**config.mk**
```make
export PLATFORM = sky130hd
export DESIGN_NAME = affine_reprojection_rmse_core
export DESIGN_NICKNAME = d
export VERILOG_FILES = /design/src/hdl/arp_pkg.sv /design/src/hdl/affine_reprojection_rmse_core.sv /design/src/hdl/arp_mac.sv /design/src/hdl/arp_root.sv
export SDC_FILE = /design/constraint.sdc
export NUM_CORES = 2
export LEC_CHECK = 0
export ABC_AREA = 1
export BUFFER_PORTS_ARGS = -buffer_cell sky130_fd_sc_hd__buf_2
export CORE_ASPECT_RATIO = 0.9
export CORE_MARGIN = 10
export CORE_UTILIZATION = 50
export DETAILED_ROUTE_END_ITERATION = 6
export PLACE_DENSITY = 0.66
export SETUP_SLACK_MARGIN = 0.5
export SYNTH_ARGS = -nofsm -noshare
export SYNTH_HDL_FRONTEND = slang
export SYNTH_SLANG_ARGS = --single-unit
```
**constraint.sdc**
```tcl
create_clock -name clk -period 10.75 [get_ports clk]
set_input_delay 1.075 -clock clk [delete_from_list [all_inputs] [get_ports clk]]
set_output_delay 1.075 -clock clk [all_outputs]
set_load 0.05 [all_outputs]
```
**src/hdl/arp_pkg.sv**
```systemverilog
// ----------------------------------------------------------------------------
// arp_pkg - shared types and constants for the affine reprojection RMSE core
// Fixed-point formats, sequencer states and the MAC command word.
// ----------------------------------------------------------------------------
`timescale 1ns / 1ps
`default_nettype none

package arp_pkg;

  // block configuration
  localparam int MAX_POINTS      = 2048;
  localparam int COEF_FRAC_BITS  = 16;
  localparam int COORD_FRAC_BITS = 6;

  // field widths
  localparam int COEF_W  = 32;
  localparam int COORD_W = 16;
  localparam int RMSE_W  = 24;
  localparam int COUNT_W = 12;
  localparam int NUM_COEF = 6;
  localparam int CFG_IDX_W = 3;

  // inlier counter saturates at the lesser of MAX_POINTS and the counter range
  localparam int COUNT_CAP_I = (MAX_POINTS < 4095) ? MAX_POINTS : 4095;
  localparam logic [COUNT_W-1:0] COUNT_CAP = COUNT_W'(COUNT_CAP_I);

  // shared multiplier: coefficient or difference times coordinate or difference
  localparam int D_W     = 24;
  localparam int MUL_A_W = COEF_W;
  localparam int MUL_B_W = D_W + 1;
  localparam int ACC_W   = 52;
  localparam int PX_W    = ACC_W - COEF_FRAC_BITS;
  localparam int DIFF_W  = PX_W + 1;
  localparam int ES_W    = 64;

  localparam logic signed [ACC_W-1:0] ROUND_HALF = ACC_W'(1) << (COEF_FRAC_BITS - 1);
  localparam logic signed [DIFF_W-1:0] D_MAX =
    {{(DIFF_W-D_W+1){1'b0}}, {(D_W-1){1'b1}}};
  localparam logic signed [DIFF_W-1:0] D_MIN =
    {{(DIFF_W-D_W+1){1'b1}}, {(D_W-1){1'b0}}};

  // divide then square-root unit
  localparam int ROOT_W    = ES_W / 2;
  localparam int REM_W     = ROOT_W + 2;
  localparam int CAND_W    = REM_W + 2;
  localparam int DIV_STEPS = ES_W;
  localparam int SQRT_STEPS = ROOT_W;
  localparam int ITER_W    = $clog2(DIV_STEPS);

  // configuration register indexes
  localparam logic [CFG_IDX_W-1:0] CFG_XX = 3'd0;
  localparam logic [CFG_IDX_W-1:0] CFG_XY = 3'd1;
  localparam logic [CFG_IDX_W-1:0] CFG_TX = 3'd2;
  localparam logic [CFG_IDX_W-1:0] CFG_YX = 3'd3;
  localparam logic [CFG_IDX_W-1:0] CFG_YY = 3'd4;
  localparam logic [CFG_IDX_W-1:0] CFG_TY = 3'd5;

  localparam logic signed [COEF_W-1:0] COEF_ONE =
    COEF_W'(1) << COEF_FRAC_BITS;

  typedef enum logic [1:0] {
    ACC_HOLD,
    ACC_LOAD,
    ACC_ADD
  } acc_op_t;

  typedef struct packed {
    logic    mul_en;
    acc_op_t acc_op;
  } mac_cmd_t;

  typedef enum logic [1:0] {
    RT_IDLE,
    RT_DIV,
    RT_SQRT
  } root_phase_t;

  typedef enum logic [3:0] {
    ST_IDLE,
    ST_X0,
    ST_X1,
    ST_X2,
    ST_Y0,
    ST_Y1,
    ST_Y2,
    ST_Q0,
    ST_Q1,
    ST_Q2,
    ST_Q3,
    ST_RSTART,
    ST_ROOT,
    ST_OUT
  } state_t;

endpackage

`default_nettype wire

```
**src/hdl/affine_reprojection_rmse_core.sv**
```systemverilog
// ----------------------------------------------------------------------------
// affine_reprojection_rmse_core - affine reprojection RMSE accumulator
// Maps each moving point through a 2x3 affine transform, sums squared
// distances to the reference point over inliers, reports the RMSE per set.
// ----------------------------------------------------------------------------
// Usage:
//   in_*   : one point pair per word (valid/ready). in_ready is high only
//            while the sequencer is idle.
//   out_*  : one word per set, on the pair flagged in_last_pair.
//   cfg_*  : register writes (index 0..5 = xx, xy, tx, yx, yy, ty), always
//            ready; write only while the core is idle. Other indexes ignored.
// Sequence:
//   an inlier pair is accepted, then runs 10 sequencer steps
//   (three per coordinate, three for the two squares, one sum update);
//   an outlier that is not last leaves the sequencer idle for the next pair.
//   A last pair adds a pass of mean and root (64 divide and 32 square-root
//   steps on one shift-subtract stage, plus start and hand-off) before its
//   word is valid. An empty set skips that pass and goes to the output word.
// Reset clears the sums, the counter and the output valid; coefficients
// return to the identity transform. A stalled output word holds; the core
// keeps taking pairs and only waits if a second result is ready first.
// ----------------------------------------------------------------------------
`timescale 1ns / 1ps
`default_nettype none

module affine_reprojection_rmse_core (
  input  wire                                  clk,
  input  wire                                  rst_n,
  // pair input
  input  wire                                  in_valid,
  output logic                                 in_ready,
  input  wire logic [arp_pkg::COORD_W-1:0]     in_moving_x,
  input  wire logic [arp_pkg::COORD_W-1:0]     in_moving_y,
  input  wire logic [arp_pkg::COORD_W-1:0]     in_ref_x,
  input  wire logic [arp_pkg::COORD_W-1:0]     in_ref_y,
  input  wire                                  in_is_inlier,
  input  wire                                  in_last_pair,
  // result output
  output logic                                 out_valid,
  input  wire                                  out_ready,
  output logic [arp_pkg::RMSE_W-1:0]           out_rmse,
  output logic                                 out_no_inliers,
  output logic [arp_pkg::COUNT_W-1:0]          out_inlier_total,
  // configuration
  input  wire                                  cfg_valid,
  output logic                                 cfg_ready,
  input  wire logic [arp_pkg::CFG_IDX_W-1:0]   cfg_index,
  input  wire logic [arp_pkg::COEF_W-1:0]      cfg_data
);
  import arp_pkg::*;

  state_t state_r, state_nxt;

  logic signed [COEF_W-1:0] coef_r [NUM_COEF];

  logic [COORD_W-1:0] mx_r, my_r, rx_r, ry_r;
  logic               last_r;

  logic signed [D_W-1:0] dx_r, dx_nxt, dy_r, dy_nxt;
  logic [ES_W-1:0]       es_r, es_nxt;
  logic [COUNT_W-1:0]    cnt_r, cnt_nxt;

  logic                  out_valid_r, out_valid_nxt;
  logic [RMSE_W-1:0]     out_rmse_r, out_rmse_nxt;
  logic                  out_empty_r, out_empty_nxt;
  logic [COUNT_W-1:0]    out_total_r, out_total_nxt;

  mac_cmd_t                   cmd;
  logic signed [MUL_A_W-1:0]  op_a;
  logic signed [MUL_B_W-1:0]  op_b;
  logic signed [ACC_W-1:0]    load_val;
  logic signed [ACC_W-1:0]    acc;

  logic                root_start;
  logic                root_done;
  logic [ROOT_W-1:0]   root;

  logic                  in_acc;
  logic signed [PX_W-1:0]   px;
  logic [COORD_W-1:0]       ref_sel;
  logic signed [DIFF_W-1:0] diff;
  logic signed [D_W-1:0]    dsat;
  logic [ES_W:0]            sum_ext;
  logic [ES_W-1:0]          sum_sat;
  logic signed [MUL_B_W-1:0] b_mx, b_my;

  arp_mac u_mac (
    .clk      (clk),
    .cmd      (cmd),
    .op_a     (op_a),
    .op_b     (op_b),
    .load_val (load_val),
    .acc      (acc)
  );

  arp_root u_root (
    .clk      (clk),
    .rst_n    (rst_n),
    .start    (root_start),
    .dividend (es_r),
    .divisor  (cnt_r),
    .done     (root_done),
    .root     (root)
  );

  assign in_ready  = (state_r == ST_IDLE);
  assign in_acc    = in_valid && in_ready;
  assign cfg_ready = 1'b1;

  // rounded projection minus reference, clipped to 24 bits
  always_comb begin
    px      = $signed(acc[ACC_W-1:COEF_FRAC_BITS]);
    ref_sel = (state_r == ST_Q0) ? ry_r : rx_r;
    diff    = $signed({px[PX_W-1], px}) - $signed({{(DIFF_W-COORD_W){1'b0}}, ref_sel});
    if (diff > D_MAX) begin
      dsat = {1'b0, {(D_W-1){1'b1}}};
    end else if (diff < D_MIN) begin
      dsat = {1'b1, {(D_W-1){1'b0}}};
    end else begin
      dsat = diff[D_W-1:0];
    end
    sum_ext = {1'b0, es_r} + {{(ES_W-ACC_W+1){1'b0}}, acc};
    sum_sat = sum_ext[ES_W] ? {ES_W{1'b1}} : sum_ext[ES_W-1:0];
    b_mx    = $signed({{(MUL_B_W-COORD_W){1'b0}}, mx_r});
    b_my    = $signed({{(MUL_B_W-COORD_W){1'b0}}, my_r});
  end

  always_comb begin
    state_nxt     = state_r;
    cmd.mul_en    = 1'b0;
    cmd.acc_op    = ACC_HOLD;
    op_a          = '0;
    op_b          = '0;
    load_val      = '0;
    root_start    = 1'b0;
    dx_nxt        = dx_r;
    dy_nxt        = dy_r;
    es_nxt        = es_r;
    cnt_nxt       = cnt_r;
    out_valid_nxt = out_valid_r && !out_ready;
    out_rmse_nxt  = out_rmse_r;
    out_empty_nxt = out_empty_r;
    out_total_nxt = out_total_r;
    case (state_r)
      ST_IDLE: begin
        if (in_valid) begin
          if (in_is_inlier && (cnt_r < COUNT_CAP)) begin
            state_nxt = ST_X0;
          end else if (in_last_pair) begin
            state_nxt = (cnt_r == '0) ? ST_OUT : ST_RSTART;
          end
        end
      end
      ST_X0: begin
        cmd.mul_en = 1'b1;
        cmd.acc_op = ACC_LOAD;
        op_a       = coef_r[CFG_XX];
        op_b       = b_mx;
        load_val   = ((ACC_W'(coef_r[CFG_TX])) <<< COORD_FRAC_BITS) + ROUND_HALF;
        state_nxt  = ST_X1;
      end
      ST_X1: begin
        cmd.mul_en = 1'b1;
        cmd.acc_op = ACC_ADD;
        op_a       = coef_r[CFG_XY];
        op_b       = b_my;
        state_nxt  = ST_X2;
      end
      ST_X2: begin
        cmd.acc_op = ACC_ADD;
        state_nxt  = ST_Y0;
      end
      ST_Y0: begin
        // x result leaves the accumulator as y starts
        dx_nxt     = dsat;
        cmd.mul_en = 1'b1;
        cmd.acc_op = ACC_LOAD;
        op_a       = coef_r[CFG_YX];
        op_b       = b_mx;
        load_val   = ((ACC_W'(coef_r[CFG_TY])) <<< COORD_FRAC_BITS) + ROUND_HALF;
        state_nxt  = ST_Y1;
      end
      ST_Y1: begin
        cmd.mul_en = 1'b1;
        cmd.acc_op = ACC_ADD;
        op_a       = coef_r[CFG_YY];
        op_b       = b_my;
        state_nxt  = ST_Y2;
      end
      ST_Y2: begin
        cmd.acc_op = ACC_ADD;
        state_nxt  = ST_Q0;
      end
      ST_Q0: begin
        dy_nxt     = dsat;
        cmd.mul_en = 1'b1;
        cmd.acc_op = ACC_LOAD;
        op_a       = MUL_A_W'(dx_r);
        op_b       = MUL_B_W'(dx_r);
        state_nxt  = ST_Q1;
      end
      ST_Q1: begin
        cmd.mul_en = 1'b1;
        cmd.acc_op = ACC_ADD;
        op_a       = MUL_A_W'(dy_r);
        op_b       = MUL_B_W'(dy_r);
        state_nxt  = ST_Q2;
      end
      ST_Q2: begin
        cmd.acc_op = ACC_ADD;
        state_nxt  = ST_Q3;
      end
      ST_Q3: begin
        es_nxt    = sum_sat;
        cnt_nxt   = cnt_r + 1'b1;
        state_nxt = last_r ? ST_RSTART : ST_IDLE;
      end
      ST_RSTART: begin
        root_start = 1'b1;
        state_nxt  = ST_ROOT;
      end
      ST_ROOT: begin
        if (root_done) begin
          state_nxt = ST_OUT;
        end
      end
      ST_OUT: begin
        // wait for the output register to free up
        if (!out_valid_r || out_ready) begin
          out_valid_nxt = 1'b1;
          if (cnt_r == '0) begin
            out_rmse_nxt  = '0;
            out_empty_nxt = 1'b1;
            out_total_nxt = '0;
          end else begin
            out_rmse_nxt  = root[RMSE_W-1:0];
            out_empty_nxt = 1'b0;
            out_total_nxt = cnt_r;
          end
          es_nxt    = '0;
          cnt_nxt   = '0;
          state_nxt = ST_IDLE;
        end
      end
      default: state_nxt = ST_IDLE;
    endcase
  end

  always_ff @(posedge clk) begin
    if (!rst_n) begin
      state_r     <= ST_IDLE;
      es_r        <= '0;
      cnt_r       <= '0;
      out_valid_r <= 1'b0;
    end else begin
      state_r     <= state_nxt;
      es_r        <= es_nxt;
      cnt_r       <= cnt_nxt;
      out_valid_r <= out_valid_nxt;
    end
  end

  always_ff @(posedge clk) begin
    if (!rst_n) begin
      for (int i = 0; i < NUM_COEF; i++) begin
        coef_r[i] <= ((i == int'(CFG_XX)) || (i == int'(CFG_YY))) ? COEF_ONE : '0;
      end
    end else if (cfg_valid && (cfg_index < CFG_IDX_W'(NUM_COEF))) begin
      coef_r[cfg_index] <= cfg_data;
    end
  end

  always_ff @(posedge clk) begin
    if (in_acc) begin
      mx_r   <= in_moving_x;
      my_r   <= in_moving_y;
      rx_r   <= in_ref_x;
      ry_r   <= in_ref_y;
      last_r <= in_last_pair;
    end
    dx_r        <= dx_nxt;
    dy_r        <= dy_nxt;
    out_rmse_r  <= out_rmse_nxt;
    out_empty_r <= out_empty_nxt;
    out_total_r <= out_total_nxt;
  end

  assign out_valid        = out_valid_r;
  assign out_rmse         = out_rmse_r;
  assign out_no_inliers   = out_empty_r;
  assign out_inlier_total = out_total_r;

endmodule

`default_nettype wire

```
**src/hdl/arp_mac.sv**
```systemverilog
// ----------------------------------------------------------------------------
// arp_mac - shared multiply-accumulate unit
// One signed multiplier with a product register feeding a signed accumulator.
// ----------------------------------------------------------------------------
`timescale 1ns / 1ps
`default_nettype none

module arp_mac (
  input  wire                                   clk,
  input  wire arp_pkg::mac_cmd_t                cmd,
  input  wire logic signed [arp_pkg::MUL_A_W-1:0] op_a,
  input  wire logic signed [arp_pkg::MUL_B_W-1:0] op_b,
  input  wire logic signed [arp_pkg::ACC_W-1:0]   load_val,
  output logic signed [arp_pkg::ACC_W-1:0]        acc
);
  import arp_pkg::*;

  logic signed [MUL_A_W+MUL_B_W-1:0] full;
  logic signed [ACC_W-1:0] prod_r, prod_nxt;
  logic signed [ACC_W-1:0] acc_r, acc_nxt;

  always_comb begin
    full     = op_a * op_b;
    // operands in use never exceed ACC_W bits of product
    prod_nxt = cmd.mul_en ? $signed(full[ACC_W-1:0]) : prod_r;
    case (cmd.acc_op)
      ACC_LOAD: acc_nxt = load_val;
      ACC_ADD:  acc_nxt = acc_r + prod_r;
      default:  acc_nxt = acc_r;
    endcase
  end

  always_ff @(posedge clk) begin
    prod_r <= prod_nxt;
    acc_r  <= acc_nxt;
  end

  assign acc = acc_r;

endmodule

`default_nettype wire

```
**src/hdl/arp_root.sv**
```systemverilog
// ----------------------------------------------------------------------------
// arp_root - iterative mean and square root unit
// One shift-subtract stage, used first for dividend / divisor (one quotient
// bit a cycle), then for the floor square root of the quotient (two bits a
// cycle). Done pulses in the cycle after the last step.
// ----------------------------------------------------------------------------
`timescale 1ns / 1ps
`default_nettype none

module arp_root (
  input  wire                                 clk,
  input  wire                                 rst_n,
  input  wire                                 start,
  input  wire logic [arp_pkg::ES_W-1:0]       dividend,
  input  wire logic [arp_pkg::COUNT_W-1:0]    divisor,
  output logic                                done,
  output logic [arp_pkg::ROOT_W-1:0]          root
);
  import arp_pkg::*;

  root_phase_t        phase_r, phase_nxt;
  logic [ITER_W-1:0]  iter_r, iter_nxt;
  logic               done_r, done_nxt;
  logic [ES_W-1:0]    num_r, num_nxt;
  logic [REM_W-1:0]   rem_r, rem_nxt;
  logic [ROOT_W-1:0]  root_r, root_nxt;
  logic [COUNT_W-1:0] den_r, den_nxt;

  logic [CAND_W-1:0] cand, sub, diff;
  logic              ge;

  // shared shift-subtract stage
  always_comb begin
    if (phase_r == RT_DIV) begin
      cand = CAND_W'({rem_r, num_r[ES_W-1]});
      sub  = CAND_W'(den_r);
    end else begin
      cand = {rem_r, num_r[ES_W-1 -: 2]};
      sub  = CAND_W'({root_r, 2'b01});
    end
    ge   = (cand >= sub);
    diff = cand - sub;
  end

  always_comb begin
    phase_nxt = phase_r;
    iter_nxt  = iter_r;
    done_nxt  = 1'b0;
    num_nxt   = num_r;
    rem_nxt   = rem_r;
    root_nxt  = root_r;
    den_nxt   = den_r;
    case (phase_r)
      RT_IDLE: begin
        if (start) begin
          phase_nxt = RT_DIV;
          iter_nxt  = '0;
          num_nxt   = dividend;
          rem_nxt   = '0;
          root_nxt  = '0;
          den_nxt   = divisor;
        end
      end
      RT_DIV: begin
        num_nxt  = {num_r[ES_W-2:0], ge};
        rem_nxt  = ge ? diff[REM_W-1:0] : cand[REM_W-1:0];
        iter_nxt = iter_r + 1'b1;
        if (iter_r == ITER_W'(DIV_STEPS - 1)) begin
          // quotient now sits in num, root search starts fresh
          phase_nxt = RT_SQRT;
          iter_nxt  = '0;
          rem_nxt   = '0;
          root_nxt  = '0;
        end
      end
      RT_SQRT: begin
        num_nxt  = {num_r[ES_W-3:0], 2'b00};
        rem_nxt  = ge ? diff[REM_W-1:0] : cand[REM_W-1:0];
        root_nxt = {root_r[ROOT_W-2:0], ge};
        iter_nxt = iter_r + 1'b1;
        if (iter_r == ITER_W'(SQRT_STEPS - 1)) begin
          phase_nxt = RT_IDLE;
          done_nxt  = 1'b1;
        end
      end
      default: phase_nxt = RT_IDLE;
    endcase
  end

  always_ff @(posedge clk) begin
    if (!rst_n) begin
      phase_r <= RT_IDLE;
      iter_r  <= '0;
      done_r  <= 1'b0;
    end else begin
      phase_r <= phase_nxt;
      iter_r  <= iter_nxt;
      done_r  <= done_nxt;
    end
  end

  always_ff @(posedge clk) begin
    num_r  <= num_nxt;
    rem_r  <= rem_nxt;
    root_r <= root_nxt;
    den_r  <= den_nxt;
  end

  assign done = done_r;
  assign root = root_r;

endmodule

`default_nettype wire

```
==> results.toml <==
[critical_path]
worst-path-buf-inv = 10
reg2reg_from = "state_r[1]"
start_kind = "register"
crit_fanout = 18
endpoint_kind = "register"
r2r_slack_ps = 1110
critPathKind = "reg -> reg"
cp.required_ps = 11190
path_common_cell = "inv_1"
reg2regPathDepth = 32
cp_slowest_cell = "a221o_1"
reg2reg_to = "u_mac.prod_r[25]"
crit_family = "adder cells"
critPathArrivalTime_ps = 10080
critPathMaxStageDelay_ps = 1090

[logic_synthesis]
ys_top_cells_by_area = "edfxtp_1, fa_1, nand2_1, inv_1, ha_1"
synth_edf_count = 588
synth_top_area_share_pct = 26.0
synth_flop_cell = "edfxtp_1"
async_flop_share_pct = 0
avgSynthCellArea_um2 = 8.12
yosys-top-cells-count = "nand2_1, inv_1, fa_1"
syn_inst = 8376
ys_warn_count = 0
synth_area_leader_cell = "edfxtp_1"
yosysMostFrequentCell = "nand2_1"
synth-seq-cells = 678
synth_seq_area_share_pct = 28.6
mappedNetlistArea_um2 = 68000
yosysUniqueCellTypes = 68

[clock_network]
cts.sinks = 678
cts_tree = "done"
clkLatencyLatePin_ps = 710
cts_hold_buf = 0
cts_buffers = 76
htree_levels = 3
clk_pin_slew_worst_paths_ps = 60
post_cts_resized = 0
clockBufferDepth = 3
cts_setup_buffers = 0
cts.root.buffer_cell = "clkbuf_16"

[worst_hold_path]
min_path_cells = 2
holdPathEnd = "u_root.iter_r[4]"
hp-class = "reg -> reg"
hp-start = "u_root.iter_r[4]"

[floorplan]
die_area_um2 = 151000
core_area_um2 = 135000
start_util_pct = 50.3
pin_count = 146
dieWidth_um = 409
rows = 128
die_y_um = 370

[sta]
skew_ps = 36.8
maxSlewHeadroom_pct = 16.7
setup_tns_ps = 0
setup_violations = 0
tightest_slew_ps = 1250
period_share_pct = 89.7
finalMaxSlewViolations = 0
finalCriticalPeriod_ps = 9640
rsz0062_at_grt = "false"
max_freq_ghz = 0.104
hold_violations = 0

[drt]
drtIter0Drc = 5026
wl_met1_um = 92200
wirelength_um = 218000
met2_length_um = 98000
routed-wl-met3_um = 18900
route.detailed.drc = 0
first_pass_iters = 7
drtAntennaViolNets = 0
wire_per_inst_um = 21.1
vias_per_cell = 5.44
top_layer = "met5"
via_count = 56100

[placement]
dp_hpwl_um = 175000
routabilityCongestion = 1.03
port_buffers = 144

[outcome]
outcome = "finished, final reports clean"

[cells_and_area]
area_growth_pct = 7.44
multi_input_area_um2 = 40500
regArea_um2 = 19500
layout-drive-gt1-share_pct = 5.79
n_fill_cell = 12900
fin_nets = 9623

[global_routing]
grt_antenna_before_repair = 7
grt_use_total_pct = 28.6
grt_start_max_net_pins = 71
grt_overflow = 0
grt_pass1_vias = 56500
grt_pass1_wl_um = 335000

[run]
cap_violations = 0
cells by family (layout without fill, tap and decap cells):
| family | Yosys count | after routing | share of synthesized area [%] |
|---|---|---|---|
| buf+inv | 2131 | 2249 | 12.1 |
| simple gates | 3284 | 3284 | 19.6 |
| mux | 16 | 16 | 0.235 |
| flops | 678 | 678 | 28.6 |
| compound gates | 1035 | 1035 | 9.15 |
| fa+ha+maj | 1081 | 1081 | 28.4 |
| xor+xnor | 150 | 150 | 1.93 |
| other cells | 1 | 8 | 0.00551 |
area by class of cell:
cell class	instances	share of cell area, %
antenna	3	0.0103
clock buffer	97	2.78
clock inverter	43	0.546
inverter	1869	9.61
multi-input combinational	5571	55.3
sequential	678	26.6
tap	1820	3.12
timing repair buffer	240	1.97
placed cells by master, fill, tap and decap left out, drive strengths merged, types with 3 or more instances in the layout:
master    instances
nand2          2076
o21ai           341
clkinvlp          9
dfxtp            90
nand3b           11
a221oi           18
a211oi            4
a21boi           17
nor4             17
clkinv           28
a22o             58
edfxtp          588
or2              12
xor2            103
mux2i            16
and3              6
inv            1872
nor3             79
buf             240
nand3           260
nand4            53
ha              311
a21o             23
and2              8
bufinv            3
nor2            758
clkbuf           97
conb              5
a21oi           399
o221ai           66
o211ai            7
a221o            16
xnor2            47
a31oi            27
o22ai            13
fa              770
o21a              8
diode             3
o21bai           30
sequential cells by signal, summed over array words and instances (netlist names), 2 cells and up:
signal and cells:
ry_r 16, es_r 64, state_r 4, u_root.root 32, my_r 16, u_root.den_r 12, u_root.phase_r 2, dy_r 24
u_root.rem_r 34, u_root.num_r 64, u_mac.prod_r 52, cnt_r 12, dx_r 24, u_root.iter_r 6, mx_r 16, u_mac.acc 52
out_inlier_total 12, rx_r 16, out_rmse 24, coef_r 192
tightest hold or removal path: cells and delay by family (launching register included):
kind                   cells  cell delay [ps]
AO/OA/AOI/OAI              1               60
buffers and inverters      1               70
flip-flops                 1              310
per-layer routing:
layer,global-route usage (%),vias to the layer above
li1,-,26100
met1,39.0,27300
met2,45.5,2307
met3,5.47,373
met4,10.1,6
met5,0.0313,-
through the flow:
stage | cells | worst slack (ps) | hold slack (ps) | area [um^2] | util (%)
after floorplan | 8380 | 3350 | 445 | 68000 | -
after global placement | 10200 | 1290 | 456 | 70600 | 52.3
after detailed placement | 10200 | 1270 | 466 | 70600 | 52.3
after CTS | 10300 | 1260 | 475 | 73100 | 54.1
after global routing | 10300 | 632 | 497 | 73100 | 54.1
final | 10300 | 1110 | 480 | 73100 | 54.1
worst max-delay path by stage:
stage	startpoint	to	slack [ps]	cells after the start
4_1_cts	state_r[3]	u_mac.prod_r[50]	1260	29
2_1_floorplan	state_r[1]	u_mac.prod_r[27]	3350	32
3_5_place_dp	state_r[3]	u_mac.prod_r[50]	1270	29
6_report	state_r[1]	u_mac.prod_r[25]	1110	32
3_3_place_gp	state_r[3]	u_mac.prod_r[50]	1290	29
5_1_grt	state_r[1]	u_mac.prod_r[27]	630	32
Power is not shown: default switching activity piles up to over one toggle a cycle in this logic, so the estimate is an artifact.
